### config.mk
export PLATFORM = sky130hd
export DESIGN_NAME = bounded_array_insert_delete_engine_flat
export DESIGN_NICKNAME = d
export VERILOG_FILES = /design/src/rtl/bai_pkg.sv /design/src/rtl/bai_if.sv /design/src/rtl/bounded_array_insert_delete_engine.sv /design/src/rtl/bai_cell.sv /design/src/rtl/bai_ctrl.sv /design/src/flat_wrapper.sv
export SDC_FILE = /design/constraint.sdc
export NUM_CORES = 2
export LEC_CHECK = 0
export BUFFER_PORTS_ARGS = -buffer_cell sky130_fd_sc_hd__buf_2
export CAP_MARGIN = 20
export CELL_PAD_IN_SITES_DETAIL_PLACEMENT = 0
export CELL_PAD_IN_SITES_GLOBAL_PLACEMENT = 1
export CORE_ASPECT_RATIO = 0.8
export CORE_MARGIN = 2
export CORE_UTILIZATION = 37
export CTS_CLUSTER_DIAMETER = 150
export DETAILED_ROUTE_END_ITERATION = 6
export GPL_TIMING_DRIVEN = 0
export PLACE_DENSITY = 0.64
export SYNTH_ARGS = -nofsm -noshare
export SYNTH_HDL_FRONTEND = slang
export SYNTH_SLANG_ARGS = --single-unit
### constraint.sdc
create_clock -name clk -period 11.95 [get_ports clk]
set_clock_uncertainty 0.15 [all_clocks]
set_input_delay 1.195 -clock clk [delete_from_list [all_inputs] [get_ports clk]]
set_output_delay 1.195 -clock clk [all_outputs]
set_load 0.02 [all_outputs]
### src/rtl/bai_pkg.sv
// Shared constants, codes and control types for the bounded list engine.
`timescale 1ns / 1ps

package bai_pkg;

  // Storage size and the widths that follow from it.
  localparam int MAX_ENTRIES = 16;
  localparam int IDX_W       = (MAX_ENTRIES > 1) ? $clog2(MAX_ENTRIES) : 1;
  localparam int CNT_W       = $clog2(MAX_ENTRIES + 1);

  // Fixed field widths of the request, result and configuration words.
  localparam int OPCODE_W = 3;
  localparam int POS_W    = 4;
  localparam int VALUE_W  = 32;
  localparam int STATUS_W = 2;
  localparam int ECOUNT_W = 5;
  localparam int CAP_W    = 5;

  // Common widths for comparing a position or capacity against the count.
  localparam int CMP_W = (CNT_W > POS_W) ? CNT_W : POS_W;
  localparam int LIM_W = (CNT_W > CAP_W) ? CNT_W : CAP_W;

  // Capacity after reset.
  localparam logic [CAP_W-1:0] CAP_RESET = CAP_W'(16);

  // Request opcodes.
  typedef enum logic [OPCODE_W-1:0] {
    OP_APPEND = 3'd0,
    OP_INSERT = 3'd1,
    OP_DELETE = 3'd2,
    OP_GET    = 3'd3,
    OP_UPDATE = 3'd4,
    OP_SEARCH = 3'd5
  } op_t;

  // Result status codes.
  typedef enum logic [STATUS_W-1:0] {
    ST_OK    = 2'd0,
    ST_OVER  = 2'd1,
    ST_EMPTY = 2'd2,
    ST_BADIX = 2'd3
  } status_t;

  // Command broadcast to every cell of the chain.
  typedef struct packed {
    logic               shift_up;
    logic               shift_dn;
    logic               wr;
    logic [IDX_W-1:0]   pos;
    logic [VALUE_W-1:0] value;
    logic [CNT_W-1:0]   count;
  } cell_cmd_t;

  // Decoded outcome of one request, used to build the result word.
  typedef struct packed {
    status_t          status;
    logic             is_get;
    logic             is_search;
    logic             rd_invalid;
    logic [CNT_W-1:0] count_next;
  } ctrl_res_t;

endpackage

### src/rtl/bai_if.sv
// Valid/ready channel interfaces for requests, results and configuration.
`timescale 1ns / 1ps

// Request channel.
interface bai_req_if import bai_pkg::*; ();
  logic                      valid;
  logic                      ready;
  logic [OPCODE_W-1:0]       opcode;
  logic [POS_W-1:0]          position;
  logic signed [VALUE_W-1:0] value;

  modport source (output valid, opcode, position, value, input ready);
  modport sink   (input valid, opcode, position, value, output ready);
endinterface

// Result channel.
interface bai_rsp_if import bai_pkg::*; ();
  logic                      valid;
  logic                      ready;
  logic [STATUS_W-1:0]       status;
  logic signed [VALUE_W-1:0] read_value;
  logic                      found;
  logic [ECOUNT_W-1:0]       entry_count;

  modport source (output valid, status, read_value, found, entry_count, input ready);
  modport sink   (input valid, status, read_value, found, entry_count, output ready);
endinterface

// Configuration write channel.
interface bai_cfg_if import bai_pkg::*; ();
  logic             valid;
  logic             ready;
  logic [CAP_W-1:0] capacity_in_use;

  modport source (output valid, capacity_in_use, input ready);
  modport sink   (input valid, capacity_in_use, output ready);
endinterface

### src/rtl/bounded_array_insert_delete_engine.sv
// Top level of the bounded list engine: cell chain, decoder and result register.
// A result is registered and shown in the cycle after its request is accepted.
// Throughput: one request per cycle while results are read; every operation, including
// an insert or delete shift and a search, is finished by the cell chain as it is taken.
// A new request is taken whenever the result register is empty or being read.
// Reset (rst, synchronous) empties the list, sets the capacity to 16 and drops
// any pending result; the stored entries themselves are not cleared.
`timescale 1ns / 1ps

module bounded_array_insert_delete_engine import bai_pkg::*; (
  input logic    clk,
  input logic    rst,
  bai_req_if.sink   req,
  bai_rsp_if.source rsp,
  bai_cfg_if.sink   cfg
);

  logic [CNT_W-1:0]   fill_count;
  logic [CAP_W-1:0]   capacity;
  logic               fire;
  cell_cmd_t          cmd;
  ctrl_res_t          res;
  logic [VALUE_W-1:0] cell_data [MAX_ENTRIES];
  logic [MAX_ENTRIES-1:0] match;
  logic [VALUE_W-1:0] rd_word;
  logic [VALUE_W-1:0] read_value_next;

  // Handshakes: the result register parts the two sides.
  assign req.ready = !rsp.valid || rsp.ready;
  assign cfg.ready = 1'b1;
  assign fire      = req.valid && req.ready;

  // Capacity register.
  always_ff @(posedge clk) begin
    if (rst) begin
      capacity <= CAP_RESET;
    end else if (cfg.valid && cfg.ready) begin
      capacity <= cfg.capacity_in_use;
    end
  end

  // Request decoder.
  bai_ctrl u_ctrl (
    .go         (fire),
    .opcode     (req.opcode),
    .position   (req.position),
    .value      (req.value),
    .fill_count (fill_count),
    .capacity   (capacity),
    .cmd        (cmd),
    .res        (res)
  );

  // Chain of cells, each wired to its two neighbors; the ends see themselves.
  for (genvar i = 0; i < MAX_ENTRIES; i++) begin : g_cell
    bai_cell u_cell (
      .clk        (clk),
      .cell_idx   (IDX_W'(i)),
      .cmd        (cmd),
      .left_data  (cell_data[(i == 0) ? 0 : i - 1]),
      .right_data (cell_data[(i == MAX_ENTRIES - 1) ? i : i + 1]),
      .data       (cell_data[i]),
      .match      (match[i])
    );
  end

  // Read port for get, and the word placed on the result.
  assign rd_word = cell_data[IDX_W'(req.position)];

  always_comb begin
    if (!res.is_get) begin
      read_value_next = '0;
    end else if (res.rd_invalid) begin
      read_value_next = '1;
    end else begin
      read_value_next = rd_word;
    end
  end

  // Entry count.
  always_ff @(posedge clk) begin
    if (rst) begin
      fill_count <= '0;
    end else if (fire) begin
      fill_count <= res.count_next;
    end
  end

  // Result register.
  always_ff @(posedge clk) begin
    if (rst) begin
      rsp.valid <= 1'b0;
    end else if (fire) begin
      rsp.valid <= 1'b1;
    end else if (rsp.ready) begin
      rsp.valid <= 1'b0;
    end
  end

  always_ff @(posedge clk) begin
    if (fire) begin
      rsp.status      <= res.status;
      rsp.read_value  <= read_value_next;
      rsp.found       <= res.is_search && (|match);
      rsp.entry_count <= ECOUNT_W'(res.count_next);
    end
  end

endmodule

### src/rtl/bai_cell.sv
// One storage cell of the list chain: holds an entry, shifts and compares.
`timescale 1ns / 1ps

module bai_cell import bai_pkg::*; (
  input  logic               clk,
  input  logic [IDX_W-1:0]   cell_idx,
  input  cell_cmd_t          cmd,
  input  logic [VALUE_W-1:0] left_data,
  input  logic [VALUE_W-1:0] right_data,
  output logic [VALUE_W-1:0] data,
  output logic               match
);

  // The cell takes its left neighbor on an insert above the slot, the new
  // word at the slot itself, and its right neighbor on a delete from here up.
  always_ff @(posedge clk) begin
    if (cmd.shift_up) begin
      if (cell_idx > cmd.pos) begin
        data <= left_data;
      end else if (cell_idx == cmd.pos) begin
        data <= cmd.value;
      end
    end else if (cmd.shift_dn) begin
      if (cell_idx >= cmd.pos) begin
        data <= right_data;
      end
    end else if (cmd.wr && (cell_idx == cmd.pos)) begin
      data <= cmd.value;
    end
  end

  // Only cells that hold a live entry take part in a search.
  assign match = (data == cmd.value) && (CNT_W'(cell_idx) < cmd.count);

endmodule

### src/rtl/bai_ctrl.sv
// Request decoder: checks bounds and builds the command for the cell chain.
`timescale 1ns / 1ps

module bai_ctrl import bai_pkg::*; (
  input  logic                go,
  input  logic [OPCODE_W-1:0] opcode,
  input  logic [POS_W-1:0]    position,
  input  logic [VALUE_W-1:0]  value,
  input  logic [CNT_W-1:0]    fill_count,
  input  logic [CAP_W-1:0]    capacity,
  output cell_cmd_t           cmd,
  output ctrl_res_t           res
);

  logic [CNT_W-1:0] limit;
  logic [CMP_W-1:0] pos_c;
  logic [CMP_W-1:0] cnt_c;
  logic             full;
  op_t              op;

  // The effective limit is the capacity clamped to the storage size.
  always_comb begin
    if (LIM_W'(capacity) > LIM_W'(MAX_ENTRIES)) begin
      limit = CNT_W'(MAX_ENTRIES);
    end else begin
      limit = CNT_W'(capacity);
    end
  end

  assign full  = (fill_count >= limit);
  assign pos_c = CMP_W'(position);
  assign cnt_c = CMP_W'(fill_count);
  assign op    = op_t'(opcode);

  // Decode the opcode; the chain only moves when the request is taken.
  always_comb begin
    cmd            = '0;
    cmd.pos        = IDX_W'(position);
    cmd.value      = value;
    cmd.count      = fill_count;
    res.status     = ST_OK;
    res.is_get     = 1'b0;
    res.is_search  = 1'b0;
    res.rd_invalid = 1'b0;
    res.count_next = fill_count;
    unique case (op)
      OP_APPEND: begin
        if (full) begin
          res.status = ST_OVER;
        end else begin
          cmd.wr         = go;
          cmd.pos        = IDX_W'(fill_count);
          res.count_next = fill_count + CNT_W'(1);
        end
      end
      OP_INSERT: begin
        if (full) begin
          res.status = ST_OVER;
        end else if (pos_c > cnt_c) begin
          res.status = ST_BADIX;
        end else begin
          cmd.shift_up   = go;
          res.count_next = fill_count + CNT_W'(1);
        end
      end
      OP_DELETE: begin
        if (fill_count == '0) begin
          res.status = ST_EMPTY;
        end else if (pos_c >= cnt_c) begin
          res.status = ST_BADIX;
        end else begin
          cmd.shift_dn   = go;
          res.count_next = fill_count - CNT_W'(1);
        end
      end
      OP_GET: begin
        res.is_get = 1'b1;
        if (pos_c >= cnt_c) begin
          res.status     = ST_BADIX;
          res.rd_invalid = 1'b1;
        end
      end
      OP_UPDATE: begin
        if (pos_c >= cnt_c) begin
          res.status = ST_BADIX;
        end else begin
          cmd.wr = go;
        end
      end
      OP_SEARCH: begin
        res.is_search = 1'b1;
      end
      default: begin
        // Unused opcodes do nothing and report ok.
      end
    endcase
  end

endmodule

### src/flat_wrapper.sv
// flat-port wrapper written by rule: the top's interface ports become plain ports
module bounded_array_insert_delete_engine_flat import bai_pkg::*;
  (clk, rst, req_valid, req_opcode, req_position, req_value, req_ready, rsp_valid, rsp_status, rsp_read_value, rsp_found, rsp_entry_count, rsp_ready, cfg_valid, cfg_capacity_in_use, cfg_ready);
  bai_req_if req_i ();
  bai_rsp_if rsp_i ();
  bai_cfg_if cfg_i ();
  input logic clk;
  input logic rst;
  input wire logic [$bits(req_i.valid)-1:0] req_valid;
  input wire logic [$bits(req_i.opcode)-1:0] req_opcode;
  input wire logic [$bits(req_i.position)-1:0] req_position;
  input wire logic [$bits(req_i.value)-1:0] req_value;
  output wire logic [$bits(req_i.ready)-1:0] req_ready;
  output wire logic [$bits(rsp_i.valid)-1:0] rsp_valid;
  output wire logic [$bits(rsp_i.status)-1:0] rsp_status;
  output wire logic [$bits(rsp_i.read_value)-1:0] rsp_read_value;
  output wire logic [$bits(rsp_i.found)-1:0] rsp_found;
  output wire logic [$bits(rsp_i.entry_count)-1:0] rsp_entry_count;
  input wire logic [$bits(rsp_i.ready)-1:0] rsp_ready;
  input wire logic [$bits(cfg_i.valid)-1:0] cfg_valid;
  input wire logic [$bits(cfg_i.capacity_in_use)-1:0] cfg_capacity_in_use;
  output wire logic [$bits(cfg_i.ready)-1:0] cfg_ready;
  assign req_i.valid = req_valid;
  assign req_i.opcode = req_opcode;
  assign req_i.position = req_position;
  assign req_i.value = req_value;
  assign req_ready = req_i.ready;
  assign rsp_valid = rsp_i.valid;
  assign rsp_status = rsp_i.status;
  assign rsp_read_value = rsp_i.read_value;
  assign rsp_found = rsp_i.found;
  assign rsp_entry_count = rsp_i.entry_count;
  assign rsp_i.ready = rsp_ready;
  assign cfg_i.valid = cfg_valid;
  assign cfg_i.capacity_in_use = cfg_capacity_in_use;
  assign cfg_ready = cfg_i.ready;
  bounded_array_insert_delete_engine u_core (.clk(clk), .rst(rst), .req(req_i), .rsp(rsp_i), .cfg(cfg_i));
endmodule
# After elaboration in Yosys (flattened, before gate mapping)
# Cells that the tools add are included.
# word_totals
output_inout_bits	43
latch_bits	0
ramBits	0
input_bits	49
reg_bits	563
rom_bits	0
n_memories	0
elab_cells	348
# op_classes
addsub	2
reduce_logical	74
n_shift	0
mul	0
div_mod_pow	0
n_bitwise	1
muxes	127
eq_ne	69
order_cmp	52
# op_table
operator	n
$mux 32	98
$eq 32x32->1	16
$bmux 32 s4	1
$ne 3x2->1 const B	15
$ne 3x3->1 const B	15
$reduce_and 3->1	15
$reduce_bool 3->1	15
$lt 4x5->1 const A	8
$mux 5	7
$logic_and 1x1->1	34
$eq 4x4->1 const A	8
$gt 4x4->1 const A	8
$ge 4x4->1 const A	7
$lt 3x5->1 const A	4
$eq 3x4->1 const A	4
$ge 3x4->1 const A	4
$gt 3x4->1 const A	4
$reduce_or 16->1	1
$pmux 5 s3	1
$mux 1	13
$lt 1x5->1 const A	2
$lt 2x5->1 const A	2
$eq 2x4->1 const A	2
$ge 1x4->1 const A	2
29 further kinds	39

# Longest topological paths before layout
# logic_depth
ltp_word	10
depth_mapped	13
depth_no_buf	9

# Modules after synthesis
# From an unflattened synthesis, not the netlist that was laid out.
# unflattened
hier_cells	5754
area_unflattened_um2	58901.5
# modules_own_cells
mod	cells_per_inst	instances	area_each_um2	seq_area_each_um2
bai_cell (u_core.g_cell[14].u_cell ...)	323	11	3250.6	960.9
bai_cell (u_core.g_cell[0].u_cell ...)	323	5	3258.1	960.9
bounded_array_insert_delete_engine	439	1	5741.8	1421.4
bai_ctrl	147	1	1112.3	0.0

# Worst setup path before layout
# OpenSTA, ideal clock, no wires.
# synth_path
kind	input port to flip-flop
from	input port req_position[0]
to	register u_core.g_cell[3].u_cell.data[0], enable pin
required_ns	11.330
n_path_buf	3
stages	11
arrival_time_ns	5.831
setup_time_ns	0.470
path_slack_ns	5.499
path_cell_list	clkbuf_1 > clkbuf_1 > inv_1 > ha_1 > nand2b_1 > a21oi_1 > o21ai_0 > nor3_2 > a21oi_2 > clkbuf_1 > a21boi_0
# synth_between
elab_chain_cells	6
word_cells_on_any_way	19
cone_classes	4 x order compare; 3 x eq/ne; 9 x mux; 3 x reduce/logical
# synth_rtl
item	line_no	text
from (decl)	flat_wrapper.sv:11	input wire logic [$bits(req_i.position)-1:0] req_position;
$ge 4x5->1, or another cell as far along	bai_ctrl.sv:69, bai_ctrl.sv:84	
$mux 1, or another cell as far along	bai_ctrl.sv:69, bai_ctrl.sv:84	
$mux 1, or another cell as far along	bai_ctrl.sv:67	if (fill_count == '0) begin
$mux 1 or $logic_and 1x1->1 (tied branches)	bai_ctrl.sv:46, bai_cell.sv:27	
$ne 3x2->1 (no source line), or another cell as far along	--	
$reduce_and 3->1 (no source line) *	--	
to (signal assigned)	bai_cell.sv:21	data <= cmd.value;
to (signal assigned)	bai_cell.sv:25	data <= right_data;
to (signal assigned)	bai_cell.sv:28	data <= cmd.value;
to (decl)	bai_cell.sv:10	output logic [VALUE_W-1:0] data,
# Mark *: on every way between the ends. The rest lies on a longest branch, timed or not.
# A chain may end at the register's enable or synchronous reset.

# Worst setup path after layout
# layout_path
from	input port req_position[0]
to	register u_core.g_cell[0].u_cell.data[13] (data pin)
# layout_between
elab_chain_cells	6
word_cells_on_any_way	10
cone_classes	2 x order compare; 8 x mux
# layout_rtl
item	line_no	text
$ge 4x5->1	bai_ctrl.sv:69	end else if (pos_c >= cnt_c) begin
$mux 1	bai_ctrl.sv:69	
$mux 1	bai_ctrl.sv:67	
$mux 1	bai_ctrl.sv:46	unique case (op)
$mux 32	bai_cell.sv:23	end else if (cmd.shift_dn) begin
$mux 32 *	bai_cell.sv:17	if (cmd.shift_up) begin
to (signal assigned)	bai_cell.sv:19	data <= left_data;
to (signal assigned)	bai_cell.sv:21	
to (signal assigned)	bai_cell.sv:25	
to (decl)	bai_cell.sv:10	
# Marked as above.

==> out/metrics.cfg <==
[hold_path]
min_path_type = flop to flop
hp-start = u_core.capacity[0]$_SDFFE_PP0P_
holdPathStages = 2
hold_end = u_core.capacity[0]$_SDFFE_PP0P_

[clocking]
cts_resized = 0
htree_levels = 3
insertion_delay_ps = 660
clock-root-buffer = clkbuf_16
cts_tree = yes
cts.clk_slew.worst_paths_ps = 60
cts_sinks = 563
holdBufCountCts = 0
clock_path_buffers = 3
cts_buffers = 69
post_cts_buffers = 0

[yosys]
yosys.area.top_type = edfxtp_1
synth_warnings = 0
synthSimpleGateAreaFrac = 0.08140
yosys.area.top_type_share = 0.4499
synth.cell_area_mm2 = 0.03685
synth_edf_count = 552
synth.avg_cell_area_um2 = 11.92
synthesis.nets = 3152
muxShareOfSynthArea = 0.1148
synth_cell_types = 72
synth-xor-area-share = 0.1219
seq_area_frac_synth = 0.4559
yosys-top-cells-area = edfxtp_1, mux4_2, xnor2_1
synthAdderAreaFrac = 0.004075
yosys_register_bits = 563
synth-compound-area-share = 0.1793
synth_top_family_by_area = compound AO/OA/AOI/OAI gates
syn_inst = 3091
synthFlopType = edfxtp_1
synth-async-reset-ratio = 0

[placement]
port_buffers = 54
gp_congestion = 1.167
place.detailed.instances = 4519
dpl.hpwl_mm = 188.8

[routing]
drt_pre_antenna_iters = 6
viasPerCell = 7.462
wl_mm = 240.7
drt_iter0_drc = 7423
drc = 0
wl_per_cell_um = 51.54
vias = 34856
ant_nets = 0

[sta]
period_minus_slack_ps = 6501
drv_slew = 0
hold_viol = 0
rsz0062_at_grt = false
worst_slew_pin_slew_ps = 1406
fin_hold_ws_ps = 353.6
fmax_ghz = 0.1538
setup_viol = 0
period_share = 0.5440
maxSlewHeadroom = 0.05565
finalSetupTns_ps = 0

[critical_path]
reg2reg_depth = 11
critPathMaxFanout = 10
rrSetupSlack_ps = 6260
r2r-end = u_core.g_cell[1].u_cell.data[17]$_DFFE_PP_
r2r-start = u_core.fill_count[2]$_SDFFE_PP0P_
cp_data_required_time_ps = 12290
crit_arrival_ps = 6840
endpoint_kind = flop
critPathLaunchType = primary input
critical_path_class = primary input to flop

[run]
maxCapViolCount = 0

[floorplanning]
dieWidth_um = 356.8
die_area_mm2 = 0.1021
start_util = 0.3732
core_area_mm2 = 0.09872
io_pins = 92
core.rowCount = 103
die_h_um = 286.3

[pwr]
leakage_nw = 12.92
power_density_mw_per_mm2 = 122.4
ir_drop_mv = 0.09001

[global_route]
gr-total-overflow = 0
groute.usage.overall = 0.4613
antenna_found_initial = 31
grt_pass1_vias = 31645
grt_max_degree = 34
grt_pass1_wl_mm = 311.9

[run_status]
status = completed

[finish]
final_nets = 3351
final-seq-area_mm2 = 0.01680
n_fill_cell = 9408
area_delta_synth_final_pct = 14.61
multiInputGateArea_mm2 = 0.01868
drive_above_1_share = 0.1704
stdcell_count = 4671

[report_power, final]
part / total [mW] / switching, mW / leakage, nW / internal, mW
combinational: 0.820 / 0.575 / 6.80 / 0.245
sequential: 2.24 / 0.0324 / 5.10 / 2.21
clock: 2.11 / 0.959 / 1.01 / 1.15
[cell usage after synthesis, types with 84 or more instances]
cell	instances
a21oi_1	223
a221o_1	96
and2_1	98
clkbuf_1	237
edfxtp_1	552
mux4_2	160
nand2b_1	102
nand4_1	91
o221a_2	84
o22ai_1	102
o32ai_1	130
xnor2_1	304
xor2_1	209
[worst max-delay path by stage]
stage / from / endpoint / cells past startpoint
floorplan: req_position[0] / u_core.g_cell[3].u_cell.data[0]$_DFFE_PP_ / 11
global placement: req_position[0] / u_core.g_cell[15].u_cell.data[16]$_DFFE_PP_ / 12
detailed placement: req_position[0] / u_core.g_cell[0].u_cell.data[16]$_DFFE_PP_ / 14
CTS: req_position[0] / u_core.g_cell[0].u_cell.data[16]$_DFFE_PP_ / 14
global route: req_position[0] / u_core.g_cell[0].u_cell.data[19]$_DFFE_PP_ / 14
finish: req_position[0] / u_core.g_cell[0].u_cell.data[13]$_DFFE_PP_ / 14
[kinds of logic after synthesis]
kind of cell	after synthesis
AO/OA/AOI/OAI	881
XOR/XNOR	513
adder cells (fa/ha/maj)	12
buffers and inverters	373
flip-flops	563
multiplexers	216
other	1
AND/OR/NAND/NOR	532
[cells in the final DEF (no fill, tap or decap), types with 26 or more instances in the layout]
| cell type | Yosys | routed |
|---|---|---|
| a21oi_1 | 223 | 218 |
| a221o_1 | 96 | 96 |
| a31oi_1 | 42 | 42 |
| and2_1 | 98 | 98 |
| buf_1 | 28 | 28 |
| buf_2 | 48 | 109 |
| buf_8 | 1 | 26 |
| clkbuf_1 | 237 | 253 |
| clkbuf_16 | 0 | 72 |
| edfxtp_1 | 552 | 552 |
| inv_1 | 45 | 45 |
| mux2_1 | 29 | 29 |
| mux4_2 | 160 | 160 |
| nand2_1 | 79 | 79 |
| nand2b_1 | 102 | 102 |
| nand3_1 | 26 | 26 |
| nand4_1 | 91 | 91 |
| nor2_1 | 37 | 35 |
| nor4_1 | 62 | 60 |
| o21a_1 | 68 | 68 |
| o21ai_0 | 53 | 50 |
| o221a_2 | 84 | 84 |
| o22a_1 | 33 | 33 |
| o22ai_1 | 102 | 100 |
| o32ai_1 | 130 | 129 |
| xnor2_1 | 304 | 304 |
| xor2_1 | 209 | 209 |
[through the flow]
stage               worst slack (ps)    util  cell area (µm²)  total power [mW]
finish                          5449  0.4278            42230             5.170
global route                    5453  0.4274            42190             5.205
CTS                             5783  0.4260            42060             5.094
detailed placement              5145  0.4047            39950             3.040
global placement              -748.9  0.3926            38760             3.022
floorplan                       5499       -            36850             2.667
[state kept, by name, summed over array words and instances (netlist names)]
register,count
u_core.rsp.valid,1
u_core.rsp.found,1
u_core.rsp.entry_count,5
u_core.capacity,5
u_core.fill_count,5
u_core.rsp.read_value,32
u_core.rsp.status,2
u_core.g_cell.u_cell.data,512
[worst max-delay path: stages]
cell,delay (ps)
clkbuf_1,330
buf_8,240
clkbuf_1,740
inv_1,150
ha_1,350
nand2b_1,140
a21oi_1,170
o21ai_0,230
nor3_2,730
clkbuf_1,750
buf_2,580
buf_1,960
nand2_1,100
o21ai_0,120
[metal layers]
layer | share of wire | GRT usage
met1 | 0.37 | 0.6035
met2 | 0.38 | 0.6057
met3 | 0.16 | 0.2200
met4 | 0.079 | 0.2862
met5 | 0.0010 | 0.005581
[layout make-up]
class	instances	area share
multi-input cells	2155	0.4423
flip-flops and latches	563	0.3978
clock buffers	92	0.04445
well taps	1312	0.03888
repair buffers	128	0.03316
plain buffers	326	0.03304
clock inverters	34	0.005363
inverters	47	0.004208
diodes	14	0.0008297
No activity file was read; power rests on OpenSTA's default activity.
